$ cat src/csvfs_pkg.sv
package csvfs_pkg;

  typedef struct packed {
    logic       command;
    logic [7:0] char_in;
  } item_t;

  typedef struct packed {
    logic [1:0] kind;
    logic [7:0] char_out;
    logic       trim_overflow;
    logic       last_of_run;
  } result_t;

  localparam logic CMD_CHAR     = 1'b0;
  localparam logic CMD_LINE_END = 1'b1;

  localparam logic [1:0] KIND_CONTENT  = 2'd0;
  localparam logic [1:0] KIND_END      = 2'd1;
  localparam logic [1:0] KIND_LINE_END = 2'd2;

  localparam logic [7:0] QUOTE_CHAR = 8'h22;
  localparam logic [7:0] COMMA_CHAR = 8'h2C;
  localparam logic [7:0] SPACE_CHAR = 8'h20;
  localparam logic [7:0] TAB_CHAR   = 8'h09;
  localparam logic [7:0] CR_CHAR    = 8'h0D;

  // What an accepted item does to the field state
  typedef enum logic [2:0] {
    ACT_NONE,
    ACT_APPEND,
    ACT_OVERFLOW,
    ACT_CONTENT,
    ACT_END,
    ACT_LINE_END
  } action_t;

  typedef enum logic [2:0] {
    SEL_CHAR,
    SEL_HEAD,
    SEL_HELD,
    SEL_END,
    SEL_LINE_END
  } out_sel_t;

  typedef enum logic {
    ST_IDLE,
    ST_FLUSH
  } state_t;

  typedef struct packed {
    logic     take;
    logic     pop;
    logic     load_out;
    out_sel_t sel;
    logic     last;
  } dp_cmd_t;

  typedef struct packed {
    action_t action;
    logic    buf_empty;
    logic    slot_free;
  } dp_status_t;

endpackage

$ cat src/csvfs_ctrl.sv
module csvfs_ctrl (
  input  logic                  clk,
  input  logic                  rst,
  input  logic                  item_valid,
  output logic                  item_ready,
  input  csvfs_pkg::dp_status_t status,
  output csvfs_pkg::dp_cmd_t    cmd
);

  csvfs_pkg::state_t state;
  csvfs_pkg::state_t state_next;

  always_ff @(posedge clk) begin
    if (rst) begin
      state <= csvfs_pkg::ST_IDLE;
    end else begin
      state <= state_next;
    end
  end

  always_comb begin
    state_next = state;
    unique case (state)
      csvfs_pkg::ST_IDLE: begin
        if (item_valid && status.slot_free && status.action == csvfs_pkg::ACT_CONTENT &&
            !status.buf_empty) begin
          state_next = csvfs_pkg::ST_FLUSH;
        end
      end
      csvfs_pkg::ST_FLUSH: begin
        if (status.slot_free && status.buf_empty) begin
          state_next = csvfs_pkg::ST_IDLE;
        end
      end
    endcase
  end

  always_comb begin
    item_ready   = 1'b0;
    cmd.take     = 1'b0;
    cmd.pop      = 1'b0;
    cmd.load_out = 1'b0;
    cmd.sel      = csvfs_pkg::SEL_CHAR;
    cmd.last     = 1'b1;
    unique case (state)
      csvfs_pkg::ST_IDLE: begin
        item_ready = status.slot_free;
        if (item_valid && status.slot_free) begin
          cmd.take = 1'b1;
          unique case (status.action)
            csvfs_pkg::ACT_NONE, csvfs_pkg::ACT_APPEND: begin
            end
            csvfs_pkg::ACT_OVERFLOW: begin
              // emit the oldest buffered byte early
              cmd.load_out = 1'b1;
              cmd.sel      = csvfs_pkg::SEL_HEAD;
              cmd.pop      = 1'b1;
            end
            csvfs_pkg::ACT_CONTENT: begin
              cmd.load_out = 1'b1;
              if (status.buf_empty) begin
                cmd.sel = csvfs_pkg::SEL_CHAR;
              end else begin
                cmd.sel  = csvfs_pkg::SEL_HEAD;
                cmd.pop  = 1'b1;
                cmd.last = 1'b0;
              end
            end
            csvfs_pkg::ACT_END: begin
              cmd.load_out = 1'b1;
              cmd.sel      = csvfs_pkg::SEL_END;
            end
            csvfs_pkg::ACT_LINE_END: begin
              cmd.load_out = 1'b1;
              cmd.sel      = csvfs_pkg::SEL_LINE_END;
            end
            default: begin
            end
          endcase
        end
      end
      csvfs_pkg::ST_FLUSH: begin
        if (status.slot_free) begin
          cmd.load_out = 1'b1;
          if (status.buf_empty) begin
            cmd.sel = csvfs_pkg::SEL_HELD;
          end else begin
            cmd.sel  = csvfs_pkg::SEL_HEAD;
            cmd.pop  = 1'b1;
            cmd.last = 1'b0;
          end
        end
      end
    endcase
  end

`ifndef NO_ASSERTIONS
  a_no_take_in_flush: assert property (@(posedge clk) disable iff (rst)
    state == csvfs_pkg::ST_FLUSH |-> !item_ready && !cmd.take)
    else $error("item taken during flush");
  a_flush_exits_on_last: assert property (@(posedge clk) disable iff (rst)
    (state == csvfs_pkg::ST_FLUSH && state_next == csvfs_pkg::ST_IDLE) |->
      (cmd.load_out && cmd.last && cmd.sel == csvfs_pkg::SEL_HELD))
    else $error("flush left without final byte");
  a_pop_loads: assert property (@(posedge clk) disable iff (rst)
    cmd.pop |-> cmd.load_out && cmd.sel == csvfs_pkg::SEL_HEAD)
    else $error("buffer popped without transfer");
`endif

endmodule

$ cat src/csvfs_datapath.sv
module csvfs_datapath #(
  parameter int SPACE_DEPTH = 16
) (
  input  logic                  clk,
  input  logic                  rst,
  input  csvfs_pkg::item_t      item,
  output logic                  result_valid,
  input  logic                  result_ready,
  output csvfs_pkg::result_t    result,
  input  csvfs_pkg::dp_cmd_t    cmd,
  output csvfs_pkg::dp_status_t status
);

  localparam int PW = (SPACE_DEPTH > 1) ? $clog2(SPACE_DEPTH) : 1;
  localparam int CW = $clog2(SPACE_DEPTH + 1);
  localparam int SW = CW + 1;

  logic           quoting;
  logic           quote_pending;
  logic           field_has_content;
  logic           overflow_seen;
  logic [CW-1:0]  count;
  logic [PW-1:0]  head;
  logic [7:0]     rd_data;
  logic [7:0]     held;
  logic [7:0]     space_mem [SPACE_DEPTH];

  logic           quoting_next;
  logic           quote_pending_next;
  logic [PW-1:0]  head_inc;
  logic [PW-1:0]  rd_addr;
  logic [PW-1:0]  tail;
  logic [SW-1:0]  tail_sum;
  logic           full;
  logic           push;
  logic           is_quote;
  logic           is_comma;
  logic           is_space;
  csvfs_pkg::action_t content_act;
  csvfs_pkg::action_t action;
  logic [7:0]     c;

  assign c        = item.char_in;
  assign is_quote = (c == csvfs_pkg::QUOTE_CHAR);
  assign is_comma = (c == csvfs_pkg::COMMA_CHAR);
  assign is_space = (c == csvfs_pkg::SPACE_CHAR) ||
                    (c >= csvfs_pkg::TAB_CHAR && c <= csvfs_pkg::CR_CHAR);
  assign full     = (count == CW'(SPACE_DEPTH));

  always_comb begin
    priority if (is_space && !field_has_content) begin
      content_act = csvfs_pkg::ACT_NONE;
    end else if (is_space && full) begin
      content_act = csvfs_pkg::ACT_OVERFLOW;
    end else if (is_space) begin
      content_act = csvfs_pkg::ACT_APPEND;
    end else begin
      content_act = csvfs_pkg::ACT_CONTENT;
    end
  end

  always_comb begin
    quoting_next       = quoting;
    quote_pending_next = quote_pending;
    priority if (item.command == csvfs_pkg::CMD_LINE_END) begin
      action             = csvfs_pkg::ACT_LINE_END;
      quoting_next       = 1'b0;
      quote_pending_next = 1'b0;
    end else if (quote_pending) begin
      quote_pending_next = 1'b0;
      priority if (is_quote) begin
        // doubled quote: one literal quote, stay quoted
        action = content_act;
      end else if (is_comma) begin
        quoting_next = 1'b0;
        action       = csvfs_pkg::ACT_END;
      end else begin
        quoting_next = 1'b0;
        action       = content_act;
      end
    end else if (quoting) begin
      if (is_quote) begin
        quote_pending_next = 1'b1;
        action             = csvfs_pkg::ACT_NONE;
      end else begin
        action = content_act;
      end
    end else begin
      priority if (is_quote) begin
        quoting_next = 1'b1;
        action       = csvfs_pkg::ACT_NONE;
      end else if (is_comma) begin
        action = csvfs_pkg::ACT_END;
      end else begin
        action = content_act;
      end
    end
  end

  assign status.action    = action;
  assign status.buf_empty = (count == '0);
  assign status.slot_free = !result_valid || result_ready;

  assign push = cmd.take &&
                (action == csvfs_pkg::ACT_APPEND || action == csvfs_pkg::ACT_OVERFLOW);

  assign head_inc = (head == PW'(SPACE_DEPTH - 1)) ? '0 : head + 1'b1;
  assign rd_addr  = cmd.pop ? head_inc : head;
  assign tail_sum = SW'(head) + SW'(count);
  assign tail     = (tail_sum >= SW'(SPACE_DEPTH)) ? PW'(tail_sum - SW'(SPACE_DEPTH))
                                                   : PW'(tail_sum);

  // Whitespace buffer, circular, with the head byte prefetched into rd_data
  always_ff @(posedge clk) begin
    if (push) begin
      space_mem[tail] <= c;
    end
    if (push && tail == rd_addr) begin
      rd_data <= c;
    end else begin
      rd_data <= space_mem[rd_addr];
    end
  end

  always_ff @(posedge clk) begin
    if (rst) begin
      quoting           <= 1'b0;
      quote_pending     <= 1'b0;
      field_has_content <= 1'b0;
      overflow_seen     <= 1'b0;
      count             <= '0;
      head              <= '0;
    end else begin
      if (cmd.take) begin
        quoting       <= quoting_next;
        quote_pending <= quote_pending_next;
      end
      if (cmd.pop) begin
        head <= head_inc;
      end
      if (cmd.take && (action == csvfs_pkg::ACT_END || action == csvfs_pkg::ACT_LINE_END)) begin
        // drop buffered trailing whitespace
        count             <= '0;
        field_has_content <= 1'b0;
        overflow_seen     <= 1'b0;
      end else begin
        if (push && !cmd.pop) begin
          count <= count + 1'b1;
        end else if (cmd.pop && !push) begin
          count <= count - 1'b1;
        end
        if (cmd.take && action == csvfs_pkg::ACT_OVERFLOW) begin
          overflow_seen <= 1'b1;
        end else if (cmd.take && action == csvfs_pkg::ACT_CONTENT) begin
          overflow_seen     <= 1'b0;
          field_has_content <= 1'b1;
        end
      end
    end
  end

  always_ff @(posedge clk) begin
    if (cmd.take) begin
      held <= c;
    end
  end

  always_ff @(posedge clk) begin
    if (rst) begin
      result_valid <= 1'b0;
    end else if (cmd.load_out) begin
      result_valid <= 1'b1;
    end else if (result_ready) begin
      result_valid <= 1'b0;
    end
  end

  always_ff @(posedge clk) begin
    if (cmd.load_out) begin
      result.last_of_run <= cmd.last;
      unique case (cmd.sel)
        csvfs_pkg::SEL_CHAR: begin
          result.kind          <= csvfs_pkg::KIND_CONTENT;
          result.char_out      <= c;
          result.trim_overflow <= 1'b0;
        end
        csvfs_pkg::SEL_HEAD: begin
          result.kind          <= csvfs_pkg::KIND_CONTENT;
          result.char_out      <= rd_data;
          result.trim_overflow <= 1'b0;
        end
        csvfs_pkg::SEL_HELD: begin
          result.kind          <= csvfs_pkg::KIND_CONTENT;
          result.char_out      <= held;
          result.trim_overflow <= 1'b0;
        end
        csvfs_pkg::SEL_END: begin
          result.kind          <= csvfs_pkg::KIND_END;
          result.char_out      <= '0;
          result.trim_overflow <= overflow_seen;
        end
        csvfs_pkg::SEL_LINE_END: begin
          result.kind          <= csvfs_pkg::KIND_LINE_END;
          result.char_out      <= '0;
          result.trim_overflow <= overflow_seen;
        end
        default: begin
          result.kind          <= csvfs_pkg::KIND_CONTENT;
          result.char_out      <= '0;
          result.trim_overflow <= 1'b0;
        end
      endcase
    end
  end

`ifndef NO_ASSERTIONS
  a_count_bound: assert property (@(posedge clk) disable iff (rst)
    count <= CW'(SPACE_DEPTH))
    else $error("whitespace count above depth");
  a_pop_not_empty: assert property (@(posedge clk) disable iff (rst)
    cmd.pop |-> count != '0)
    else $error("pop from empty whitespace buffer");
  a_push_has_room: assert property (@(posedge clk) disable iff (rst)
    (push && !cmd.pop) |-> count < CW'(SPACE_DEPTH))
    else $error("push into full whitespace buffer");
  a_load_slot_free: assert property (@(posedge clk) disable iff (rst)
    cmd.load_out |-> (!result_valid || result_ready))
    else $error("result register overwritten");
`endif

endmodule

$ cat src/csv_field_splitter.sv
// Channel  Direction  Payload              Handshake
// item     in         csvfs_pkg::item_t    item_valid / item_ready
// result   out        csvfs_pkg::result_t  result_valid / result_ready
//
// An item that yields zero or one result is taken without entering the flush state.
// A content byte that follows buffered whitespace bytes is emitted after them:
// the buffer has one read port and gives one byte per cycle while the result register has room.
// Reset (rst, synchronous) clears quote, field and buffer-count state; the
// buffer bytes themselves are not cleared and need no clearing pass.
// A full result register that is not being taken holds item_ready low.
module csv_field_splitter #(
  parameter int SPACE_DEPTH = 16
) (
  input  logic               clk,
  input  logic               rst,
  input  logic               item_valid,
  output logic               item_ready,
  input  csvfs_pkg::item_t   item,
  output logic               result_valid,
  input  logic               result_ready,
  output csvfs_pkg::result_t result
);

  csvfs_pkg::dp_cmd_t    cmd;
  csvfs_pkg::dp_status_t status;

  csvfs_ctrl u_ctrl (
    .clk        (clk),
    .rst        (rst),
    .item_valid (item_valid),
    .item_ready (item_ready),
    .status     (status),
    .cmd        (cmd)
  );

  csvfs_datapath #(
    .SPACE_DEPTH (SPACE_DEPTH)
  ) u_datapath (
    .clk          (clk),
    .rst          (rst),
    .item         (item),
    .result_valid (result_valid),
    .result_ready (result_ready),
    .result       (result),
    .cmd          (cmd),
    .status       (status)
  );

endmodule
$ cat config.mk
export PLATFORM = sky130hd
export DESIGN_NAME = csv_field_splitter
export DESIGN_NICKNAME = d
export VERILOG_FILES = /design/src/csvfs_pkg.sv /design/src/csvfs_ctrl.sv /design/src/csvfs_datapath.sv /design/src/csv_field_splitter.sv
export SDC_FILE = /design/constraint.sdc
export NUM_CORES = 1
export LEC_CHECK = 0
export CAP_MARGIN = 30
export CORE_MARGIN = 2
export CORE_UTILIZATION = 35
export DETAILED_ROUTE_END_ITERATION = 16
export DONT_BUFFER_PORTS = 1
export PLACE_DENSITY = 0.46
export SYNTH_ARGS = -nofsm -noshare
export SYNTH_HDL_FRONTEND = slang
export SYNTH_HIERARCHICAL = 1
export SYNTH_SLANG_ARGS = --single-unit
$ cat constraint.sdc
create_clock -name clk -period 10.2 [get_ports clk]
set_clock_uncertainty 0.15 [all_clocks]
set_input_delay 1.53 -clock clk [delete_from_list [all_inputs] [get_ports clk]]
set_output_delay 1.53 -clock clk [all_outputs]
set_load 0.1 [all_outputs]
# == Yosys cells after proc, flatten, opt, wreduce, memory -nomap -nowiden ==
# Memory sizes are Yosys's and may differ from the RTL's. A register that Yosys moved wholly into a read port is not among the register bits.
# Cells that the tools add are included.
# totals
reg_bits,35
latchBits,0
ram_bits,128
mem_bits_ro,0
in_bits,13
elab_cells,114
mem_count,1
# memory_table
memory,words,width,read_ports,rd_ports_with_merged_regs,write_ports,line,rtl
u_datapath.space_mem,16,8,1,1,1,csvfs_datapath.sv:26,logic [7:0] space_mem [SPACE_DEPTH];
# classes
n_addsub,5
mul,0
n_div,0
magnitude_cmp,3
n_eq_ne,15
shifts,0
muxes,45
n_bitwise,2
n_reduce_logical,30
# ops
op,n
$pmux 11 s5,1
$mux 3,9
$eq 8x6->1 const B,3
$mux 1,22
$pmux 4 s4,1
$logic_and 1x1->1,13
$eq 3x2->1 const B,4
$mux 4,3
$pmux 6 s2,1
$mux 5,2
$eq 3x3->1 const B,3
$ge 8x4->1 const B,1
$le 8x4->1 const B,1
$mux 7,1
$add 4x5->6,1
$eq 3x1->1 const B,2
$ge 6x5->1 const B,1
$mux 6,1
$reduce_bool 2->1,3
$add 5x1->5 const B,1
$eq 5x5->1 const B,1
$logic_not 1->1,5
$logic_not 5->1,1
$sub 5x1->5 const B,1
other kinds (11),18

# == Depth between registers and ports, before layout ==
# Gate-level depths: netlist of run 1.
# logic_depth
word_depth,20
depth_mapped,17
ltp_nobuf,17

# == Cells and area by module ==
# Netlist of run 1, hierarchy kept.
# modules_own_cells
mod,n_inst,cells_per_inst,area_each_um2,seq_area_each_um2
csvfs_datapath,1,394,6859.1,4804.6
csvfs_ctrl,1,21,153.9,20.0

# == Worst setup path before layout of run 1 ==
# OpenSTA, ideal clock, no wires.
# synth_path
path_kind,input port to flip-flop
startpoint,in result_ready
endpoint,"mem u_datapath.space_mem[10][0], enable pin"
setup_time_ns,0.395
arrival_ns,4.801
required_ns,9.655
slack_ns,4.855
stages,7
n_path_buf,1
cell_sequence,nand2b_1 -> nor2b_2 -> and2_1 -> nand2b_1 -> or4b_1 -> buf_2 -> nor4_1
# synth_rtl
item,line,rtl
start: declaration,csv_field_splitter.sv:20,"input logic result_ready,"
end: declaration,csvfs_datapath.sv:26,

==> run_results.csv, run 1 <==
group,metric,value,unit
outcome,status,"finished, final reports clean",
pwr,ir_drop,0.115,mV
cts,cts_tree,"done",
yosys,synth.area.top_cells,"edfxtp_1 (63%), mux4_2 (10%), dfxtp_1 (5.4%)",
setup_path,crit_arrival,5.08,ns
yosys,yosys.area.top_type_share,63.4,%
drt,antenna_left,0,
job,cap_violations,0,
placed_design,hpwlAfterDp,10000,µm
yosys,yosysWarningCount,6,
yosys,synth_top_cell_by_area,"edfxtp_1",
global_route,track_usage,15.0,%
setup_path,crit_path_max_incr_delay,0.69,ns
yosys,synth-xor-area-share,1.12,%
sta,fin_setup_tns,0,ns
yosys,avgSynthCellArea,16.9,µm²
sta,final-setup-viol-count,0,
pwr,power.total,1.44,mW
sta,hold_viol,0,
cells_and_area,post_route_cells_drive_above_1_share,22.0,%
sta,slew_headroom,35.9,%
drt,firstDrtPassIters,4,
drt,routed_via_density,5.15,
global_route,antenna_found_initial,0,
setup_path,start_kind,"input port",
drt,wirelength,15200,µm
yosys,synth_flop_cell,"edfxtp_1",
setup_path,crit_path_cell_trace,"nor2b_1 -> o2bb2ai_1 -> a22oi_1 -> a31oi_1 -> nor3_1 -> and3b_1 -> o21ai_0 -> o22ai_1 -> nor4bb_1 -> nor2b_1 -> a22oi_1 -> o311ai_0",
global_route,grt_pass1_vias,3820,
global_route,grt_pass1_wl,23300,µm
die,pin_count,27,
cts,clk_latency,0.43,ns
placed_design,port_buffers,0,
cts,htreeDepth,4,
die,start_util,35.8,%
die,fp.dieW,146,µm
yosys,synth_top_family_by_area,"multiplexers",
yosys,synth-seq-cells,167,
sta,min_period,5.01,ns
cts,path_clk_slew,0.07,ns
cells_and_area,fin_util,41.0,%
drt,drc_errors,0,
cells_and_area,num-fill-cells,1791,
cts,clock-sinks,167,
cells_and_area,areaGrowthSynthToFinish,14.6,%
pwr,power_leakage,2.47,nW
yosys,synth-edff-count,148,
yosys,syn_nets,439,
setup_path,cp_max_fo,21,
die,dieArea,21200,µm²
setup_path,cp-end-kind,"flip-flop",
yosys,synthCells,415,
yosys,ys_seq_area_share,68.8,%
die,num_rows,51,
pwr,p_per_area,180,nW/µm²
setup_path,slowest_stage,"o22ai_1",
cells_and_area,fin_nets,465,
sta,tightest_slew,0.961,ns
yosys,synth_fa_ha_area_share,2.18,%
drt,vias,3706,
yosys,synthSimpleGateAreaFrac,7.94,%
cts,cts_setup_buffers,0,
yosys,synth_compound_area_share,5.76,%
setup_path,critical_path_class,"in -> reg",
hold_path,hold_path_class,"reg -> reg",
global_route,grt_max_degree,33,
setup_path,cp.required,10.27,ns
yosys,synth-async-reset-ratio,0,%
global_route,grt-ovfl-total,0,
sta,rsz0062_at_grt,"false",
sta,slew_violations,0,
yosys,mappedNetlistArea,7010,µm²
placed_design,routabilityCongestion,0.733,
die,core_area,19600,µm²
yosys,ys_types,53,
drt,wl_per_cell,21.2,µm
yosys,muxShareOfSynthArea,12.9,%
cells_and_area,antenna_cells,0,
cts,cts_buffer_depth,2,
sta,timing.fmax,0.200,GHz
sta,fin_crit_sh,49.1,%
cts,postCtsResizedCells,0,
drt,first_iter_violations,306,
cts,cts_buffers,17,
cts,clock-root-buffer,"clkbuf_16",
die,die_h,146,µm
cts,hold_buffers,0,
logic make-up after synthesis:
kind of cell | Yosys count
and+or+nand+nor | 99
DFF | 167
xor gates and xnor gates | 9
muxes | 49
buffers and inverters | 22
AOI/OAI and AO/OA | 58
adders and majority gates | 11
power by group:
part / internal (mW) / leakage, nW / switching [mW]
logic: 0.00946 / 0.701 / 0.0153
registers: 0.751 / 1.49 / 0.0262
clock network: 0.366 / 0.278 / 0.276
layout by cell type, fill, tap and decap left out, types with 6 or more instances in the layout:
master,netlist,layout
a22oi_1,9,9
mux4_2,32,32
nor2_1,10,10
inv_1,7,7
mux2_2,9,9
o311ai_0,9,9
nor4_1,10,9
buf_4,2,15
dfxtp_1,19,18
ha_1,9,9
mux2i_1,8,8
nor3_1,11,11
o21ai_0,7,7
clkbuf_16,0,17
nand2_1,21,21
nand3_1,6,6
nor2b_1,12,12
buf_2,3,6
edfxtp_1,148,148
a21oi_1,11,11
cell usage after synthesis (2+ instances only):
cell	instances
nand3_1	6
nand2_1	21
o21ai_0	7
a41oi_1	2
a22oi_1	9
nand2b_1	5
mux4_2	32
nor2_1	10
nor2b_1	12
clkbuf_1	8
and3_1	2
nor4b_1	2
nand4_1	3
nor4_1	10
xor2_1	4
a21oi_2	2
or3_1	2
ha_1	9
and3b_1	2
dfxtp_1	19
a21o_1	2
nor3_1	11
mux2_2	9
buf_1	2
o311ai_0	9
a21oi_1	11
mux2i_1	8
fa_1	2
nor3b_1	2
a31oi_1	4
and2_1	3
a211oi_1	2
o21bai_1	2
edfxtp_1	148
o21a_1	2
inv_1	7
buf_4	2
buf_2	3
xnor2_1	5
through the flow:
step                      area, µm²  setup slack (ns)  hold slack [ns]  std cells
final                          8040              5.19            0.359        719
after detailed placement       7420              4.80            0.353        684
after global placement         7370              4.41            0.341        676
after CTS                      8020              5.25            0.358        716
after floorplan                7010              4.85            0.312        415
after global routing           8040              4.83            0.403        719
path summary, 6_finish.rpt:
path,to,startpoint,cells after the start,slack (ns)
setup / recovery,u_datapath/result[5],item[5],12,5.19
setup reg to reg,u_datapath/count[4],u_datapath/result_valid,14,5.81
hold / removal,u_datapath/quoting,u_datapath/quoting,2,0.36
hold reg to reg,u_datapath/quoting,u_datapath/quoting,2,0.36
area by class of cell:
cell class	instances	area, µm²	area share, %
Clock inverter	15	169	2.10
Sequential cell	167	4830	60.0
Multi-Input combinational cell	226	2100	26.1
Tap cell	265	332	4.13
Inverter	7	26.3	0.327
Clock buffer	17	425	5.29
Timing Repair Buffer	22	158	1.96
registers in the layout, indices dropped and copies added, names as in the netlist, named ones only:
register                      flops
u_datapath/space_mem            128
u_datapath/quoting                1
u_datapath/field_has_content      1
u_datapath/result_valid           1
u_datapath/overflow_seen          1
u_datapath/held                   8
u_datapath/result                12
u_datapath/head                   4
u_datapath/count                  5
u_datapath/quote_pending          1
u_ctrl/state                      1
per-layer routing:
| metal | vias to the layer above | GRT usage (%) | wire [µm] |
|---|---|---|---|
| met2 | 62 | 23.5 | 7260 |
| met5 | - | 0 | 0 |
| li1 | 1744 | - | - |
| met1 | 1887 | 21.2 | 7350 |
| met4 | 0 | 4.71 | 170 |
| met3 | 13 | 3.13 | 435 |
worst max-delay path, delay by kind of cell:
kind             cells  cell delay [ns]
AO/OA/AOI/OAI        7             1.62
AND/OR/NAND/NOR      5             1.91
Note: power is estimated with default switching activity, not from simulation.
==> inputs of run 2 (changes only) <==
==> constraint.sdc (replaced) <==
create_clock -name clk -period 4.7 [get_ports clk]
set_clock_uncertainty 0.15 [all_clocks]
set_input_delay 0.705 -clock clk [delete_from_list [all_inputs] [get_ports clk]]
set_output_delay 0.705 -clock clk [all_outputs]
set_load 0.1 [all_outputs]
==> run 2 against run 1 <==
Net effect:
- die area unchanged
- final area increased by 1.0%
- sequential power up 120%
- register-to-register slack got worse by 5.1 ns
- hold slack got worse by 0.17 ns
- highest routed layer unchanged
==> run_results.csv, run 2 (same netlist as run 1, synthesis figures left out) <==
group,metric,value,unit
outcome,status,"finished, final reports clean",
pwr,ir_drop,0.253,mV
die,die_h,146,µm
drt,firstDrtPassIters,4,
global_route,track_usage,15.8,%
cells_and_area,areaGrowthSynthToFinish,15.8,%
drt,drc_errors,0,
placed_design,port_buffers,0,
cts,htreeDepth,4,
sta,timing.fmax,0.251,GHz
pwr,power_leakage,2.53,nW
cells_and_area,largest_reg_flops,128,
sta,fin_crit_sh,84.8,%
cells_and_area,antenna_cells,0,
sta,final-setup-viol-count,0,
cells_and_area,post_route_cells_drive_above_1_share,23.4,%
placed_design,routabilityCongestion,0.724,
sta,min_period,3.99,ns
cts,clk_latency,0.43,ns
cells_and_area,fin_nets,472,
cts,cts_buffer_depth,2,
setup_path,cp-end-kind,"flip-flop",
placed_design,hpwlAfterDp,10400,µm
setup_path,crit_arrival,4.13,ns
setup_path,crit_path_max_incr_delay,0.58,ns
cts,cts_buffers,17,
sta,slew_violations,0,
setup_path,crit_path_cell_trace,"nor4_1 -> a31oi_1 -> nor3_1 -> and3b_1 -> o21ai_0 -> nor2_1 -> inv_1 -> ha_1 -> inv_1 -> ha_1 -> nor2b_1 -> o21ai_0 -> nand2_1 -> o311ai_0 -> a31oi_1",
cts,postCtsResizedCells,0,
drt,wirelength,16000,µm
cts,clock-sinks,167,
global_route,grt-ovfl-total,0,
cts,clock-root-buffer,"clkbuf_16",
setup_path,cp_max_fo,7,
cts,cts_tree,"done",
sta,rsz0062_at_grt,"false",
setup_path,cp.required,4.84,ns
cells_and_area,regMostFlops,"u_datapath/space_mem",
die,fp.dieW,146,µm
die,core_area,19600,µm²
cells_and_area,top_regs,"u_datapath/space_mem: 128 flops, u_datapath/result: 12 flops, u_datapath/held: 8 flops",
sta,hold_viol,0,
die,dieArea,21200,µm²
sta,tightest_slew,0.939,ns
setup_path,slowest_stage,"nor4_1",
global_route,grt_max_degree,30,
cells_and_area,fin_util,41.5,%
hold_path,hold_path_class,"in -> reg",
global_route,grt_pass1_wl,24300,µm
setup_path,critical_path_class,"reg -> reg",
cts,cts_setup_buffers,0,
cells_and_area,final_common_cell,"edfxtp_1",
global_route,antenna_found_initial,0,
cells_and_area,layout_common_cells,"edfxtp_1 (148), mux4_2 (32), buf_4 (28), nand2_1 (21), clkbuf_16 (20)",
job,cap_violations,0,
sta,fin_setup_tns,0,ns
pwr,p_per_area,387,nW/µm²
global_route,grt_pass1_vias,3878,
die,num_rows,51,
drt,vias,3842,
cts,hold_buffers,0,
setup_path,start_kind,"flip-flop",
drt,routed_via_density,5.29,
sta,slew_headroom,37.6,%
drt,wl_per_cell,22.0,µm
cts,path_clk_slew,0.07,ns
die,start_util,35.8,%
drt,first_iter_violations,298,
die,pin_count,27,
drt,antenna_left,0,
==> run 2: cell types whose count changed in the layout (fill, tap and decap cells not counted), moves of 2 or more <==
cell,delta
clkinv_4,-2
bufinv_16,-2
buf_2,-6
clkinvlp_4,-4
clkbuf_16,+3
buf_4,+13
inv_4,+2
clkbuf_8,+2
==> run 2: power by group <==
| group | switching (mW) | total [mW] | internal, mW |
|---|---|---|---|
| combinational | 0.0404 | 0.0632 | 0.0229 |
| sequential | 0.0534 | 1.68 | 1.63 |
| clock | 0.589 | 1.40 | 0.812 |
==> run 2: final cells by class <==
| class | instances | area [µm²] |
|---|---|---|
| clock inverter | 9 | 72.6 |
| clock buffer | 23 | 532 |
| tap | 265 | 332 |
| fill | 1785 | 11500 |
| sequential | 167 | 4830 |
| multi-input combinational | 226 | 2100 |
| timing repair buffer | 29 | 230 |
| inverter | 7 | 26.3 |
==> run 2: layer usage <==
metal | part of all wire, % | routed length (µm) | vias to the layer above | GRT usage, %
li1 | - | - | 1755 | -
met1 | 48 | 7640 | 2003 | 22.0
met2 | 47 | 7550 | 75 | 24.3
met3 | 4.2 | 674 | 9 | 4.64
met4 | 0.78 | 125 | 0 | 4.56
met5 | 0 | 0 | - | 0
==> run 2: stage by stage <==
step	instance area (µm²)	hold WS [ns]	cells	total power, mW	worst slack [ns]
6_report	8120	0.191	726	3.15	0.714
5_1_grt	8120	0.158	726	3.25	0.405
4_1_cts	8120	0.165	726	3.18	0.739
3_5_place_dp	7520	0.340	694	1.78	0.449
3_3_place_gp	7520	0.342	694	1.78	0.558
2_1_floorplan	7010	0.312	415	1.76	0.107
==> run 2: path summary, 6_finish.rpt <==
| path | depth (start not counted) | startpoint | endpoint | slack, ns |
|---|---|---|---|---|
| max reg2reg | 15 | u_datapath/count[1] | u_datapath/count[4] | 0.71 |
| min | 1 | rst | u_datapath/result_valid | 0.19 |
| min reg2reg | 2 | u_datapath/quoting | u_datapath/quoting | 0.35 |
| max | 15 | u_datapath/count[1] | u_datapath/count[4] | 0.71 |
==> run 2: critical path: cells and delay by family (launching register included) <==
kind	cells	cell delay, ns
compound gates	5	0.85
simple gates	6	1.61
flops	1	0.38
buf+inv	2	0.30
fa+ha+maj	2	0.56
